`src/rtl/fea_pkg.sv`:
```
// Shared widths, character codes and the command word passed from parser to arithmetic.
package fea_pkg;

    localparam int VALUE_WIDTH = 32;
    localparam int MAG_W       = VALUE_WIDTH - 1;
    localparam int PROD_W      = 2 * MAG_W;
    localparam int SUM_W       = PROD_W + 1;
    localparam int CNT_W       = $clog2(SUM_W);
    localparam int CHAR_W      = 8;
    localparam int OUT_NUM_W   = 32;
    localparam int OUT_DEN_W   = 31;
    localparam int QUEUE_DEPTH = 4;
    localparam int QA_W        = $clog2(QUEUE_DEPTH);

    localparam logic [MAG_W-1:0] MAXV = {MAG_W{1'b1}};

    localparam logic [CHAR_W-1:0] CH_PLUS  = 8'h2B;
    localparam logic [CHAR_W-1:0] CH_MINUS = 8'h2D;
    localparam logic [CHAR_W-1:0] CH_SLASH = 8'h2F;
    localparam logic [CHAR_W-1:0] CH_ZERO  = 8'h30;
    localparam logic [CHAR_W-1:0] CH_NINE  = 8'h39;

    typedef struct packed {
        logic             fold;
        logic             emit;
        logic             term_neg;
        logic [MAG_W-1:0] term_num;
        logic [MAG_W-1:0] term_den;
        logic             malformed;
        logic             overflow;
    } cmd_t;

endpackage

```
`src/rtl/fea_queue.sv`:
```
// Small command FIFO between parser and arithmetic.
module fea_queue (
    input  logic          clk,
    input  logic          rst_n,
    input  fea_pkg::cmd_t wr_data,
    input  logic          wr_valid,
    output logic          wr_ready,
    output fea_pkg::cmd_t rd_data,
    output logic          rd_valid,
    input  logic          rd_ready
);
    import fea_pkg::*;

    cmd_t            mem [QUEUE_DEPTH];
    logic [QA_W-1:0] wr_ptr_reg, rd_ptr_reg;
    logic [QA_W:0]   count_reg;
    logic            push, pop;

    assign wr_ready = (count_reg != (QA_W+1)'(QUEUE_DEPTH));
    assign rd_valid = (count_reg != '0);
    assign rd_data  = mem[rd_ptr_reg];
    assign push     = wr_valid && wr_ready;
    assign pop      = rd_valid && rd_ready;

    always_ff @(posedge clk)
    begin
        if (push)
            mem[wr_ptr_reg] <= wr_data;
    end

    always_ff @(posedge clk or negedge rst_n)
    begin
        if (!rst_n)
        begin
            wr_ptr_reg <= '0;
            rd_ptr_reg <= '0;
            count_reg  <= '0;
        end
        else
        begin
            if (push)
                wr_ptr_reg <= wr_ptr_reg + 1'b1;
            if (pop)
                rd_ptr_reg <= rd_ptr_reg + 1'b1;
            if (push && !pop)
                count_reg <= count_reg + 1'b1;
            else if (pop && !push)
                count_reg <= count_reg - 1'b1;
        end
    end

endmodule

```
`config.mk`:
```
export PLATFORM = sky130hd
export DESIGN_NAME = fea_queue
export DESIGN_NICKNAME = d
export VERILOG_FILES = /design/src/rtl/fea_pkg.sv /design/src/rtl/fea_queue.sv
export SDC_FILE = /design/constraint.sdc
export NUM_CORES = 1
export LEC_CHECK = 0
export BUFFER_PORTS_ARGS = -buffer_cell sky130_fd_sc_hd__buf_4
export CORE_AREA = 8 8 147 149
export CTS_BUF_LIST = sky130_fd_sc_hd__clkbuf_8
export CTS_CLUSTER_SIZE = 25
export DETAILED_ROUTE_END_ITERATION = 8
export DIE_AREA = 0 0 155 157
export PLACE_DENSITY = 0.77
export SLEW_MARGIN = 0
export SYNTH_ARGS = -nofsm -noshare
export SYNTH_HDL_FRONTEND = slang
export SYNTH_SLANG_ARGS = --single-unit
```
`constraint.sdc`:
```
create_clock -name clk -period 2.8 [get_ports clk]
set_input_delay 0.42 -clock clk [delete_from_list [all_inputs] [get_ports clk]]
set_output_delay 0.42 -clock clk [all_outputs]
set_load 0.005 [all_outputs]
```
==> results.cfg <==
[yosys]
syn_area_per_cell_um2 = 26.1
ys.warnings.count = 0
synth_area_leaders = edfxtp_1 80%, mux4_2 15%, dfrtp_1 1.7%
synthMostInstantiatedCell = edfxtp_1
yosys.area.top_type = edfxtp_1
ys.flop_type = edfxtp_1
synth_area_um2 = 10100
synth.top_cells.by_count = 268 x edfxtp_1, 67 x mux4_2, 7 x dfrtp_1
synth_cell_types = 20
syn_inst = 386
yosysSeqAreaShare = 0.815
async_flop_share = 0.0255
syn_nets = 463
ys_ff_latch = 275
synth_top_area_frac = 0.798
synth-edff-count = 268

[placed_design]
place_area_um2 = 11600
hpwlAfterDp_mm = 11.8
gp_congestion = 0.762
post-place-ws_ps = 696
portBuffers = 139

[drt]
dr.pass1.iters = 4
routed_via_density = 5.31
drtAntennaViolNets = 0
wl_per_cell_um = 21.8
routed_wl_mm = 18.8
drtIter0Drc = 242
vias = 4590
drc = 0

[sta]
fin_crit_ps = 2570
skew_ps = 24.8
finalSetupViolations = 0
timing.final.crit_share = 0.918
slew_headroom = 0.678
fmax_mhz = 389
finalSetupTns_ps = 0
timing.hold.ws_ps = 82.1
rsz0062_at_grt = false
worst_pin_slew_ps = 484
maxSlewViolCount = 0
worst_slack_ps = 229
hold_viol_final = 0

[clock_tree]
insertion_delay_ps = 540
clock_sinks = 275
tritoncts = built
htreeDepth = 2
clk_pin_slew_ps = 60
numCtsBuffers = 44
cts_root_buf = clkbuf_8
cts_buffer_depth = 3

[hold_path]
hold-path-endpoint = mem[3][37]
min_from = wr_data[37]
hold_path.class = in -> reg
hold_depth = 1

[power]
p_comb_frac = 0.308
p_seq_frac = 0.460
power.total_uw = 12600
p_sw_uw = 3470
power_density_nw_per_um2 = 1020
peakVddDrop_v = 0.000683
netSwitchingFraction = 0.277
p_int_uw = 9080
pwr-share-clk = 0.232
power.leakage_uw = 0.00426

[die]
chipHeight_um = 157
rows = 51
initial_utilization = 0.525
die_w_um = 155
core_area_um2 = 19200
die-area_um2 = 24300
num_io_pins = 140

[grt]
grt_pass1_vias = 5245
grt_remaining_overflow = 0
grt_pass1_wl_mm = 28.7
antenna_found_initial = 1
grtUsageTotal = 0.156
grt_max_degree = 36

[final_layout]
drive_above_1_share = 0.470
synthToLayoutAreaGrowth_pct = 22.1
final_nets = 648
largest_reg_flops = 268
n_antenna_cell = 0
fin_area_um2 = 12300

[flow_run]
max_cap_viol_count = 0

[critical_path]
cp-start-kind = flop
cp_max_fo = 16
rrSetupSlack_ps = 660
required_ps = 2380
path_class = reg -> out
regToRegEndpoint = count_reg[2]
arrival_ps = 2150
rr_worst_depth = 8
end_kind = output port
rr_startpoint = count_reg[0]

[status]
status = complete, no violations
timing repair:
action / CTS / global route
setup endpoints to repair: 0 / 0
gates resized for setup: 0 / 0
hold endpoints to repair: 7 / 0
hold buffers: 1 / 0
buffers inserted: 0 / 0
stage by stage:
step,std cells,utilization
final,865,0.641
after global placement,789,0.602
after CTS,865,0.641
after global routing,865,0.641
after detailed placement,789,0.602
after floorplan,386,-
placed cells by master (no fill, tap or decap), types with 2 or more instances in the layout:
cell        netlist  routed
edfxtp_1        268     268
buf_4             4     147
mux4_2           67      67
clkbuf_8          0      45
clkinv_1          0      15
inv_1             3      11
buf_12            2       7
ha_1              5       5
dfrtp_1           7       5
and2_4            0       4
xnor2_1           4       4
clkinv_2          0       4
nor2_1            2       2
nand2_1           2       2
mux2_2            2       2
xor2_1            2       2
clkinvlp_4        0       2
dfrtp_4           0       2
routing by layer:
layer | track usage | vias to the layer above | wire length [um]
li1 | - | 2026 | -
met1 | 0.178 | 2395 | 7460
met2 | 0.273 | 134 | 9760
met3 | 0.0526 | 33 | 1310
met4 | 0.0537 | 2 | 299
met5 | 0 | - | 13
power by group through the flow:
| stage | Combinational [uW] | Clock (uW) | Sequential [uW] |
|---|---|---|---|
| after floorplan | 2250 | 0 | 5700 |
| after global placement | 3910 | 0 | 5810 |
| after detailed placement | 3960 | 0 | 5880 |
| after CTS | 3980 | 3010 | 5800 |
| after global routing | 4160 | 3160 | 5860 |
| final | 3860 | 2910 | 5780 |
how the worst max path moves through the flow:
stage             startpoint      endpoint  slack [ps]  cells past startpoint
2_1_floorplan   count_reg[0]     mem[2][0]          20                      3
3_3_place_gp   rd_ptr_reg[0]   rd_data[43]         750                      3
3_5_place_dp    count_reg[1]  count_reg[2]         700                      8
4_1_cts        rd_ptr_reg[0]   rd_data[43]         150                      3
5_1_grt        rd_ptr_reg[0]   rd_data[43]         100                      3
6_report       rd_ptr_reg[0]   rd_data[43]         230                      3
critical path: stages (launching register included):
cell and delay (ps):
dfrtp_4 620, buf_4 300, mux4_2 540, buf_4 160
area by class of cell:
cell class              instances  area (um^2)
fillers                      1287         6890
well taps                     265          332
clock inverters                30          130
clock buffers                  45          619
flip-flops and latches        275         8230
repair buffers                155         1250
multi-input cells              92         1740
inverters                       3         11.3
logic make-up (layout without fill, tap and decap cells):
kind of cell    count (synthesis)  count (layout)  synth area share
fa+ha+maj                       6               6           0.00819
mux                            69              69             0.152
compound gates                  1               1           0.00112
buf+inv                        19             233            0.0133
simple gates                   10              10           0.00509
xor+xnor                        6               6           0.00521
flops                         275             275             0.815
Power figures use the tool's default switching activity.
