File: src/rtl/fea_pkg.sv
// Shared widths, character codes and the command word passed from parser to arithmetic.
package fea_pkg;

    localparam int VALUE_WIDTH = 32;
    localparam int MAG_W       = VALUE_WIDTH - 1;
    localparam int PROD_W      = 2 * MAG_W;
    localparam int SUM_W       = PROD_W + 1;
    localparam int CNT_W       = $clog2(SUM_W);
    localparam int CHAR_W      = 8;
    localparam int OUT_NUM_W   = 32;
    localparam int OUT_DEN_W   = 31;
    localparam int QUEUE_DEPTH = 4;
    localparam int QA_W        = $clog2(QUEUE_DEPTH);

    localparam logic [MAG_W-1:0] MAXV = {MAG_W{1'b1}};

    localparam logic [CHAR_W-1:0] CH_PLUS  = 8'h2B;
    localparam logic [CHAR_W-1:0] CH_MINUS = 8'h2D;
    localparam logic [CHAR_W-1:0] CH_SLASH = 8'h2F;
    localparam logic [CHAR_W-1:0] CH_ZERO  = 8'h30;
    localparam logic [CHAR_W-1:0] CH_NINE  = 8'h39;

    typedef struct packed {
        logic             fold;
        logic             emit;
        logic             term_neg;
        logic [MAG_W-1:0] term_num;
        logic [MAG_W-1:0] term_den;
        logic             malformed;
        logic             overflow;
    } cmd_t;

endpackage

File: src/rtl/fea_if.sv
// Character input and result output channel interfaces.
interface fea_in_if;
    logic                      valid;
    logic                      ready;
    logic [fea_pkg::CHAR_W-1:0] char_code;
    logic                      is_last;
    modport source (output valid, char_code, is_last, input ready);
    modport sink (input valid, char_code, is_last, output ready);
endinterface


File: src/rtl/fea_front.sv
// Character parser: builds fraction terms and issues fold / emit commands.
module fea_front (
    input  logic          clk,
    input  logic          rst_n,
    fea_in_if.sink        char_in,
    output fea_pkg::cmd_t cmd,
    output logic          cmd_valid,
    input  logic          cmd_ready
);
    import fea_pkg::*;

    typedef enum logic [1:0] {PH_START, PH_SIGN, PH_NUM, PH_DEN} phase_t;

    phase_t           phase_reg, phase_next;
    logic [MAG_W-1:0] num_reg, num_next;
    logic [MAG_W-1:0] den_reg, den_next;
    logic             neg_reg, neg_next;
    logic             mal_reg, mal_next;
    logic             ovf_reg, ovf_next;
    logic             accept;
    logic             is_digit;
    logic [3:0]       digit;
    logic [MAG_W:0]   added;
    logic [MAG_W-1:0] add_src;
    logic             fold;
    logic [MAG_W-1:0] f_num, f_den;
    logic             f_neg;

    function automatic logic [MAG_W:0] add_digit(logic [MAG_W-1:0] v, logic [3:0] d);
        logic [MAG_W+3:0] w;
        begin
            w = ((MAG_W+4)'(v) << 3) + ((MAG_W+4)'(v) << 1) + (MAG_W+4)'(d);
            if (w > (MAG_W+4)'(MAXV))
                add_digit = {1'b1, MAXV};
            else
                add_digit = {1'b0, w[MAG_W-1:0]};
        end
    endfunction

    assign char_in.ready = cmd_ready;
    assign accept        = char_in.valid && cmd_ready;
    assign is_digit      = char_in.char_code inside {[CH_ZERO:CH_NINE]};
    assign digit         = 4'(char_in.char_code - CH_ZERO);
    assign add_src       = (phase_reg == PH_DEN) ? den_reg : num_reg;
    assign added         = add_digit(add_src, digit);

    always_comb
    begin
        phase_next = phase_reg;
        num_next   = num_reg;
        den_next   = den_reg;
        neg_next   = neg_reg;
        mal_next   = mal_reg;
        ovf_next   = ovf_reg;
        fold       = 1'b0;
        f_num      = num_reg;
        f_den      = den_reg;
        f_neg      = neg_reg;
        if (is_digit)
        begin
            ovf_next = ovf_reg | added[MAG_W];
            if (phase_reg == PH_DEN)
                den_next = added[MAG_W-1:0];
            else
            begin
                phase_next = PH_NUM;
                num_next   = added[MAG_W-1:0];
            end
        end
        else if (char_in.char_code == CH_SLASH && phase_reg == PH_NUM)
            phase_next = PH_DEN;
        else if (char_in.char_code == CH_PLUS || char_in.char_code == CH_MINUS)
        begin
            if (phase_reg == PH_DEN)
            begin
                if (den_reg == '0)
                    mal_next = 1'b1;
                else
                    fold = 1'b1;
            end
            else if (phase_reg != PH_START)
                mal_next = 1'b1;
            num_next   = '0;
            den_next   = '0;
            neg_next   = (char_in.char_code == CH_MINUS);
            phase_next = PH_SIGN;
        end
        else
        begin
            mal_next   = 1'b1;
            num_next   = '0;
            den_next   = '0;
            neg_next   = 1'b0;
            phase_next = PH_START;
        end
        if (char_in.is_last)
        begin
            if (phase_next == PH_DEN)
            begin
                if (den_next == '0)
                    mal_next = 1'b1;
                else
                begin
                    fold  = 1'b1;
                    f_num = num_next;
                    f_den = den_next;
                    f_neg = neg_next;
                end
            end
            else if (phase_next != PH_START)
                mal_next = 1'b1;
        end
    end

    assign cmd_valid     = accept && (fold || char_in.is_last);
    assign cmd.fold      = fold;
    assign cmd.emit      = char_in.is_last;
    assign cmd.term_neg  = f_neg;
    assign cmd.term_num  = f_num;
    assign cmd.term_den  = f_den;
    assign cmd.malformed = mal_next;
    assign cmd.overflow  = ovf_next;

    always_ff @(posedge clk or negedge rst_n)
    begin
        if (!rst_n)
        begin
            phase_reg <= PH_START;
            num_reg   <= '0;
            den_reg   <= '0;
            neg_reg   <= 1'b0;
            mal_reg   <= 1'b0;
            ovf_reg   <= 1'b0;
        end
        else if (accept)
        begin
            if (char_in.is_last)
            begin
                phase_reg <= PH_START;
                num_reg   <= '0;
                den_reg   <= '0;
                neg_reg   <= 1'b0;
                mal_reg   <= 1'b0;
                ovf_reg   <= 1'b0;
            end
            else
            begin
                phase_reg <= phase_next;
                num_reg   <= num_next;
                den_reg   <= den_next;
                neg_reg   <= neg_next;
                mal_reg   <= mal_next;
                ovf_reg   <= ovf_next;
            end
        end
    end

endmodule

File: src/flat_wrapper.sv
// flat-port wrapper written by rule: the top's interface ports become plain ports
module fea_front_flat import fea_pkg::*;
  (clk, rst_n, cmd, cmd_valid, cmd_ready, char_in_valid, char_in_char_code, char_in_is_last, char_in_ready);
  fea_in_if char_in_i ();
  input  logic clk;
  input  logic rst_n;
  output fea_pkg::cmd_t cmd;
  output logic cmd_valid;
  input  logic cmd_ready;
  input wire logic [$bits(char_in_i.valid)-1:0] char_in_valid;
  input wire logic [$bits(char_in_i.char_code)-1:0] char_in_char_code;
  input wire logic [$bits(char_in_i.is_last)-1:0] char_in_is_last;
  output wire logic [$bits(char_in_i.ready)-1:0] char_in_ready;
  assign char_in_i.valid = char_in_valid;
  assign char_in_i.char_code = char_in_char_code;
  assign char_in_i.is_last = char_in_is_last;
  assign char_in_ready = char_in_i.ready;
  fea_front u_core (.clk(clk), .rst_n(rst_n), .char_in(char_in_i), .cmd(cmd), .cmd_valid(cmd_valid), .cmd_ready(cmd_ready));
endmodule
File: config.mk
export PLATFORM = sky130hd
export DESIGN_NAME = fea_front_flat
export DESIGN_NICKNAME = d
export VERILOG_FILES = /design/src/rtl/fea_pkg.sv /design/src/rtl/fea_if.sv /design/src/rtl/fea_front.sv /design/src/flat_wrapper.sv
export SDC_FILE = /design/constraint.sdc
export NUM_CORES = 1
export LEC_CHECK = 0
export BUFFER_PORTS_ARGS = -buffer_cell sky130_fd_sc_hd__buf_2
export CAP_MARGIN = 20
export CORE_ASPECT_RATIO = 1.2
export CORE_MARGIN = 3
export CORE_UTILIZATION = 40
export CTS_BUF_LIST = sky130_fd_sc_hd__clkbuf_8
export CTS_CLUSTER_SIZE = 28
export DETAILED_ROUTE_END_ITERATION = 7
export SKIP_CTS_REPAIR_TIMING = 1
export SLEW_MARGIN = 0
export SYNTH_ARGS = -nofsm -noshare
export SYNTH_HDL_FRONTEND = slang
export SYNTH_SLANG_ARGS = --single-unit
File: constraint.sdc
create_clock -name clk -period 7.62 [get_ports clk]
set_clock_uncertainty 0.15 [all_clocks]
set_input_delay 0.381 -clock clk [delete_from_list [all_inputs] [get_ports clk]]
set_output_delay 0.381 -clock clk [all_outputs]
set_load 0.1 [all_outputs]
==> results of run 1 <==
-- power breakdown --
part           internal, mW  switching [mW]  total (mW)  leakage [nW]
logic                0.0101          0.0368      0.0470          2.49
clock network         0.193           0.156       0.349         0.108
registers             0.356        0.000959       0.357         0.935
total                 0.560           0.194       0.754          3.53
-- per-stage QoR --
step | utilization | power (mW) | hold WS [ps]
2_1_floorplan | - | 0.392 | -64.6
3_3_place_gp | 0.436 | 0.411 | 320
3_5_place_dp | 0.436 | 0.411 | 323
4_1_cts | 0.450 | 0.757 | 15.4
5_1_grt | 0.450 | 0.773 | 50.0
6_report | 0.450 | 0.754 | -19.6
-- cell usage after synthesis (9+ instances only) --
library cell  number
nand2_1          118
inv_1             14
a21o_1            14
ha_1              61
o21ai_0          106
o211ai_1          10
clkbuf_1          53
mux2_2            35
nand3_1           15
xnor2_1           11
a22o_1            14
nor2_1            50
and2_1            13
and3_1             9
dfrtp_1           67
a21oi_1           45
nor3_1            12
-- how the worst max path moves through the flow --
stage / cells past startpoint / slack [ps] / start / to
2_1_floorplan: 18 / 250 / u_core.phase_reg[0] / cmd[17]
3_3_place_gp: 18 / 860 / u_core.phase_reg[1] / cmd[14]
3_5_place_dp: 18 / 790 / u_core.phase_reg[0] / cmd[16]
4_1_cts: 18 / 400 / u_core.phase_reg[0] / cmd[16]
5_1_grt: 18 / 50 / u_core.phase_reg[0] / cmd[16]
6_report: 18 / 380 / u_core.phase_reg[0] / cmd[16]
-- worst register-to-register path, stage by stage, from the launching register on --
cell and delay, ps:
dfrtp_1 430, and2_1 480, buf_4 390, mux2_2 420
ha_1 310, ha_1 430, a21oi_1 380, o21a_1 190
o21ai_0 210, a221o_1 410, a21oi_1 160, mux2i_1 150
a2111o_1 620, buf_4 310, nor4_1 600, o21ai_0 180
-- logic make-up (layout without fill, tap and decap cells) --
kind of cell	Yosys count	count (layout)	synth area share
fa+ha+maj	63	63	0.123
simple gates	265	265	0.192
buf+inv	89	117	0.0620
flops	67	67	0.256
xor+xnor	18	18	0.0241
compound gates	254	254	0.255
mux	49	49	0.0878
-- cell type report --
type | instances | area share
Clock buffer | 10 | 0.0193
Clock inverter | 6 | 0.0125
Inverter | 14 | 0.00737
Multi-Input combinational cell | 649 | 0.626
Sequential cell | 67 | 0.235
Tap cell | 208 | 0.0365
Timing Repair Buffer | 87 | 0.0635
-- per-layer routing --
metal / track usage / up-vias / share of wire
met1: 0.305 / 2982 / 0.43
met5: 0 / - / 0
met4: 0.0650 / 0 / 0.027
met2: 0.406 / 229 / 0.49
met3: 0.0333 / 40 / 0.049
li1: - / 2977 / -
==> metrics.yaml, run 1 <==
status: "complete, but fails checks"
violations: "negative hold slack"
die_h_um: 146
cp-start-kind: "flip-flop"
r2r_end: "u_core.num_reg[7]"
start_util: 0.413
multiInputGateArea_mm2: 0.00446
area_delta_synth_final_pct: 8.97
fin_area_mm2: 0.00713
rsz0062_at_grt: "no"
clkSlewWorstSetupHoldPaths_ps: 80
min_period_ps: 7240
grt_max_degree: 68
ff2ff_path_depth: 15
routed_via_density: 5.98
grt_overflow: 0
postPlaceCellArea_mm2: 0.00689
cts_made_buffers: 9
nNetsFinal: 904
core_region_area_mm2: 0.0158
io_pins: 82
p_leak_nw: 3.53
dieArea_mm2: 0.0179
timing.hold.ws_ps: -19.6
drt_iter0_markers: 442
worstSetupPathType: "reg2out"
layout_common_cells: "nand2_1 (118), o21ai_0 (106), buf_2 (80)"
worstPathRequired_ps: 7090
synthFlopType: "dfrtp_1"
r2r-start: "u_core.phase_reg[0]"
ys_types: 79
insertedDiodeCount: 0
antenna_found_initial: 0
cts_root_buffer: "clkbuf_8"
grt_pass1_vias: 5872
num_vias: 6228
tightest_slew_ps: 1070
final_common_cell: "nand2_1"
ir_drop_mv: 0.0850
dieWidth_um: 123
dr.pass1.iters: 7
path_buf_inv: 3
wl_um: 21200
avgSynthCellArea_um2: 8.13
synth_warnings: 0
hold_path_class: "in2async"
p_per_area_mw_per_mm2: 106
clk_latency_ps: 370
synthCells: 805
endpoint_kind: "output pin"
slowest_stage: "buf_2"
synth_seq_cells: 67
setup_viol: 0
crit_family: "compound AO/OA/AOI/OAI gates"
final_layout_size_suffix_gt1_frac: 0.199
synth_area_leaders: "dfrtp_1 (26%), ha_1 (12%), o21ai_0 (8.1%), nand2_1 (6.8%), mux2_2 (6.0%)"
hold_viol_final: 41
yosysTopAreaCellShare: 0.256
cts_tree: "done"
dp.cells: 1024
cts_max_path_buffers: 2
arrival_ps: 6710
ctsHtreeMaxLevel: 3
synth_nets: 881
fin_cells: 1041
cp_max_fo: 32
wl_per_cell_um: 20.3
port_buffers: 81
fin_crit_sh: 0.950
place_ws_ps: 790
fin_tns_setup_ps: 0
drc: 0
dpl.hpwl_um: 16400
grt.total_usage: 0.236
fillers: 1621
ys_seq_area_frac: 0.256
globalplace.congestion: 0.933
r2r_slack_ps: 1660
cp_cell_sequence: "and2_1 -> buf_4 -> mux2_2 -> ha_1 -> ha_1 -> a21o_1 -> a21o_1 -> a221oi_4 -> nand2_1 -> a31oi_1 -> mux2_2 -> nor4b_1 -> nand4_2 -> o211ai_4 -> buf_4 -> nand2_1 -> o21ai_0 -> buf_2"
rows: 50
grt_first_pass_wirelength_um: 33200
slowest_delay_ps: 500
antenna_left: 0
synthArstFlopShare: 1.00
maxSlewHeadroom: 0.287
report.final.slew_viol_count: 0
timing.fmax_mhz: 138
clkSinkCount: 67
fin_ws_ps: 381
synth_edf_count: 0
yosysTopAreaCell: "dfrtp_1"
seq_area_mm2: 0.00168
drv_cap: 0
syn_area_mm2: 0.00654
Note: power is estimated with default switching activity, not from simulation.
==> inputs of run 2 (changes only) <==
Settings changed: ABC_AREA from default to 1, CORE_MARGIN 3 to default, PLACE_DENSITY_LB_ADDON from default to 0.05.
==> run 2 against run 1 <==
Largest cell class unchanged. Worst hold slack better by 100 ps. Clock power is 9.2% lower. Register-to-register slack better by 1300 ps. The run now ends clean. Wire length is 12% higher. First-iteration DRC count is 58% higher. Non-clock buffer count is 5 higher. Critical endpoint is now cmd[11].
==> metrics.yaml, run 2 <==
hold_path_class: "in2async"
clk_latency_ps: 360  # about the same
maxSlewHeadroom: 0.352  # +0.0647
synth_area_leaders: "dfrtp_1 (23%), nand2_1 (17%), ha_1 (11%), inv_1 (8.2%), nor2_1 (5.0%)"
drc: 0  # unchanged
avgSynthCellArea_um2: 6.23  # -23%
p_per_area_mw_per_mm2: 93.7  # -11%
fin_crit_sh: 0.868  # -0.0823
ys_seq_area_frac: 0.233  # -0.0238
cp_common_cell: "nand2_1"
num_vias: 7443  # +20%
io_pins: 82  # unchanged
cts_max_path_buffers: 2  # unchanged
grt_max_degree: 68  # unchanged
synthArstFlopShare: 1.00  # unchanged
path_buf_inv: 4  # +1
rsz0062_at_grt: "no"
yosysMostFrequentCell: "nand2_1"
layout_common_cells: "nand2_1 (331), inv_1 (158), nor2_1 (93)"
final_common_cell: "nand2_1"
worstPathRequired_ps: 7090  # about the same
cts_tree: "done"
synthCells: 1157  # +44%
seq_area_mm2: 0.00168  # unchanged
core_region_area_mm2: 0.0176  # +11%
syn_area_mm2: 0.00721  # +10%
insertedDiodeCount: 0  # unchanged
wl_per_cell_um: 16.9  # -17%
timing.fmax_mhz: 151  # +9.5%
yosysTopAreaCell: "dfrtp_1"
worstSetupPathType: "reg2out"
report.final.slew_viol_count: 0  # unchanged
multiInputGateArea_mm2: 0.00453  # +1.5%
cts_made_buffers: 9  # unchanged
fillers: 1920  # +18%
synth_warnings: 0  # unchanged
dpl.hpwl_um: 18000  # +9.8%
min_period_ps: 6610  # -627 ps
nNetsFinal: 1248  # +38%
r2r_end: "u_core.den_reg[22]"
rows: 53  # +6.0%
cp_max_fo: 35  # +9.4%
hold_viol_final: 0  # -100%
cts_root_buffer: "clkbuf_8"
crit_family: "simple AND/OR/NAND/NOR gates"
synth_nets: 1233  # +40%
die_h_um: 149  # +2.1%
ctsHtreeMaxLevel: 3  # unchanged
ir_drop_mv: 0.0646  # -24%
synth_seq_cells: 67  # unchanged
r2r-start: "u_core.phase_reg[0]"
grt_overflow: 0  # unchanged
setup_viol: 0  # unchanged
slowest_delay_ps: 450  # -50 ps
cp-start-kind: "flip-flop"
drt_iter0_markers: 700  # +58%
timing.hold.ws_ps: 80.7  # +100 ps
drv_cap: 0  # unchanged
port_buffers: 81  # unchanged
tightest_slew_ps: 971  # -95.6 ps
grt_first_pass_wirelength_um: 37900  # +14%
antenna_left: 0  # unchanged
dr.pass1.iters: 5  # -2
dieArea_mm2: 0.0186  # +3.6%
final_layout_size_suffix_gt1_frac: 0.115  # -0.0846
grt.total_usage: 0.256  # +0.0204
clkSinkCount: 67  # unchanged
start_util: 0.410  # -0.00296
status: "finished, final reports clean"
area_delta_synth_final_pct: 8.31
slowest_stage: "nand2_2"
routed_via_density: 5.33  # -11%
fin_tns_setup_ps: 0  # unchanged
globalplace.congestion: 0.926  # -0.79%
ys_types: 37  # -53%
ff2ff_path_depth: 19  # +4
antenna_found_initial: 0  # unchanged
wl_um: 23600  # +12%
p_leak_nw: 4.58  # +30%
r2r_slack_ps: 2980  # +1320 ps
dieWidth_um: 125  # +1.5%
synthFlopType: "dfrtp_1"
grt_pass1_vias: 6744  # +15%
synth.cells.most_frequent: "nand2_1 (332), inv_1 (158), nor2_1 (96)"
clkSlewWorstSetupHoldPaths_ps: 80  # about the same
yosysTopAreaCellShare: 0.233  # -0.0238
arrival_ps: 6080  # -630 ps
synth_edf_count: 0  # unchanged
endpoint_kind: "output pin"
-- run 2: cells by family after synthesis --
group | synth area share
AND/OR/NAND/NOR | 0.324
buffers and inverters | 0.142
AO/OA/AOI/OAI | 0.165
flip-flops | 0.233
adder cells (fa/ha/maj) | 0.111
XOR/XNOR | 0.0255
-- run 2: final cells by class --
type | count | share of cell area
Timing Repair Buffer | 92 | 0.0666
Multi-Input combinational cell | 840 | 0.579
Inverter | 162 | 0.0779
Tap cell | 220 | 0.0352
Sequential cell | 67 | 0.215
Clock inverter | 5 | 0.00673
Clock buffer | 11 | 0.0194
-- run 2: how the worst max path moves through the flow --
| stage | cells past startpoint | start | to |
|---|---|---|---|
| final | 27 | u_core.phase_reg[0] | cmd[11] |
| after global routing | 28 | u_core.phase_reg[1] | cmd[11] |
| after CTS | 27 | u_core.phase_reg[0] | cmd[11] |
| after detailed placement | 28 | u_core.phase_reg[0] | cmd[11] |
| after global placement | 27 | u_core.phase_reg[1] | cmd[11] |
| after floorplan | 27 | u_core.phase_reg[1] | cmd[19] |
-- run 2: layer usage --
| metal | GRT usage | part of all wire |
|---|---|---|
| met1 | 0.389 | 0.50 |
| met2 | 0.383 | 0.44 |
| met3 | 0.0305 | 0.047 |
| met4 | 0.0584 | 0.012 |
| met5 | 0 | 0 |
-- run 2: metrics by stage --
stage               setup WS (ps)  cell area [µm²]  power, mW  cells   util
detailed placement           1380             7560      0.419   1379  0.430
global route                  480             7810      0.758   1397  0.444
finish                       1010             7810      0.732   1397  0.444
CTS                           992             7760      0.736   1395  0.442
floorplan                    2610             7210      0.398   1157      -
global placement             1380             7560      0.419   1379  0.430
-- run 2: power by group --
| group | total, mW | internal (mW) | switching [mW] |
|---|---|---|---|
| Combinational | 0.0579 | 0.0117 | 0.0462 |
| Clock | 0.317 | 0.168 | 0.149 |
| Sequential | 0.357 | 0.356 | 0.000935 |
==> inputs of run 3 (changes only) <==
Settings changed: PLACE_DENSITY from default to 0.56, PLACE_DENSITY_LB_ADDON 0.05 to default.
==> run 3 against run 2 <==
Wire length increased by 0.17%. Sequential power barely moved. Power decreased by 0.30%. Final area about the same. Combinational power fell by 1%.
==> metrics.yaml, run 3 (same netlist as run 2, synthesis figures left out) <==
fin_area_mm2: 0.00780  # about the same
slowest_stage: "nor2_4"
insertedDiodeCount: 0  # unchanged
clkSinkCount: 67  # unchanged
worstPathRequired_ps: 7090  # about the same
min_period_ps: 6620  # +3.64 ps
cp_common_cell: "nand2_1"
wl_um: 23700  # +0.17%
rows: 53  # unchanged
dieWidth_um: 125  # unchanged
ctsHtreeMaxLevel: 3  # unchanged
nNetsFinal: 1247  # -0.080%
ir_drop_mv: 0.0706  # +9.3%
final_common_cell: "nand2_1"
crit_end: "cmd[1]"
endpoint_kind: "output pin"
grt.total_usage: 0.255  # -0.000814
r2r_slack_ps: 2910  # -70 ps
layout_common_cells: "nand2_1 (331), inv_1 (158), nor2_1 (93)"
antenna_left: 0  # unchanged
cts_root_buffer: "clkbuf_8"
num_vias: 7452  # +0.12%
r2r_end: "u_core.den_reg[4]"
area_delta_synth_final_pct: 8.21  # about the same
io_pins: 82  # unchanged
drv_cap: 0  # unchanged
routed_via_density: 5.34  # +0.19%
dr.pass1.iters: 6  # +1
cp_max_fo: 40  # +14%
port_buffers: 81  # unchanged
die_h_um: 149  # unchanged
dieArea_mm2: 0.0186  # unchanged
timing.fmax_mhz: 151  # about the same
fin_tns_setup_ps: 0  # unchanged
hold_viol_final: 0  # unchanged
cts_tree: "done"
fin_crit_sh: 0.868  # about the same
dpl.hpwl_um: 18000  # about the same
startpoint: "u_core.phase_reg[0]"
fillers: 1943  # +1.2%
grt_max_degree: 68  # unchanged
status: "finished, final reports clean"
core_region_area_mm2: 0.0176  # unchanged
report.final.slew_viol_count: 0  # unchanged
drc: 0  # unchanged
cp-start-kind: "flip-flop"
setup_viol: 0  # unchanged
multiInputGateArea_mm2: 0.00453  # unchanged
final_layout_size_suffix_gt1_frac: 0.114  # -0.000753
worstSetupPathType: "reg2out"
grt_pass1_vias: 6863  # +1.8%
globalplace.congestion: 0.903  # -2.4%
grt_first_pass_wirelength_um: 37800  # -0.24%
maxSlewHeadroom: 0.376  # +0.0239
rsz0062_at_grt: "no"
arrival_ps: 6080  # about the same
hold_path_class: "in2async"
r2r-start: "u_core.phase_reg[0]"
p_per_area_mw_per_mm2: 93.5  # -0.20%
slowest_delay_ps: 570  # +120 ps
ff2ff_path_depth: 16  # -3
cts_made_buffers: 9  # unchanged
antenna_found_initial: 0  # unchanged
clk_latency_ps: 360  # about the same
tightest_slew_ps: 936  # -34.7 ps
wl_per_cell_um: 16.9  # +0.24%
p_leak_nw: 4.57  # about the same
cts_max_path_buffers: 2  # unchanged
seq_area_mm2: 0.00168  # unchanged
grt_overflow: 0  # unchanged
clkSlewWorstSetupHoldPaths_ps: 80  # about the same
postPlaceCellArea_mm2: 0.00755  # about the same
drt_iter0_markers: 739  # +5.6%
start_util: 0.410  # unchanged
[run 3: cell count changes in the layout (fill, tap and decap cells not counted)]
cell,before,now
buf_4,9,8
[run 3: area by class of cell]
| type | count | share of cell area |
|---|---|---|
| inverter | 162 | 0.0779 |
| sequential | 67 | 0.215 |
| clock inverter | 5 | 0.00674 |
| timing repair buffer | 91 | 0.0657 |
| tap | 220 | 0.0353 |
| clock buffer | 11 | 0.0194 |
| multi-input combinational | 840 | 0.580 |
[run 3: report_power, final]
part	total, mW	internal, mW	switching, mW
clock network	0.315	0.167	0.148
registers	0.357	0.356	0.000899
logic	0.0573	0.0118	0.0455
total	0.730	0.536	0.194
[run 3: layer usage]
metal | up-vias | global-route usage | part of all wire
met1 | 3442 | 0.379 | 0.48
li1 | 3762 | - | -
met3 | 21 | 0.0287 | 0.056
met2 | 227 | 0.394 | 0.45
met5 | - | 0 | 0
met4 | 0 | 0.0572 | 0.013
[run 3: worst min path at each step]
| stage | slack, ps | to | cells after the start |
|---|---|---|---|
| floorplan | -60 | u_core.den_reg[0] | 0 |
| global placement | 330 | u_core.mal_reg | 2 |
| detailed placement | 340 | u_core.mal_reg | 2 |
| CTS | 120 | u_core.den_reg[26] | 2 |
| global route | 160 | u_core.den_reg[26] | 2 |
| finish | 40 | u_core.den_reg[26] | 2 |
[run 3: stage by stage]
step	worst slack [ps]	instances	util	hold WS, ps	power (mW)
2_1_floorplan	2610	1157	-	-64.6	0.398
3_3_place_gp	1480	1378	0.430	333	0.419
3_5_place_dp	1480	1378	0.430	341	0.419
4_1_cts	1080	1394	0.441	116	0.730
5_1_grt	441	1396	0.444	156	0.752
6_report	1000	1396	0.444	43.6	0.730
[run 3: critical path, delay by kind of cell, from the launching register on]
kind	cells	cell delay (ps)
compound gates	2	600
fa+ha+maj	2	770
buf+inv	3	1110
flops	1	390
simple gates	18	2830
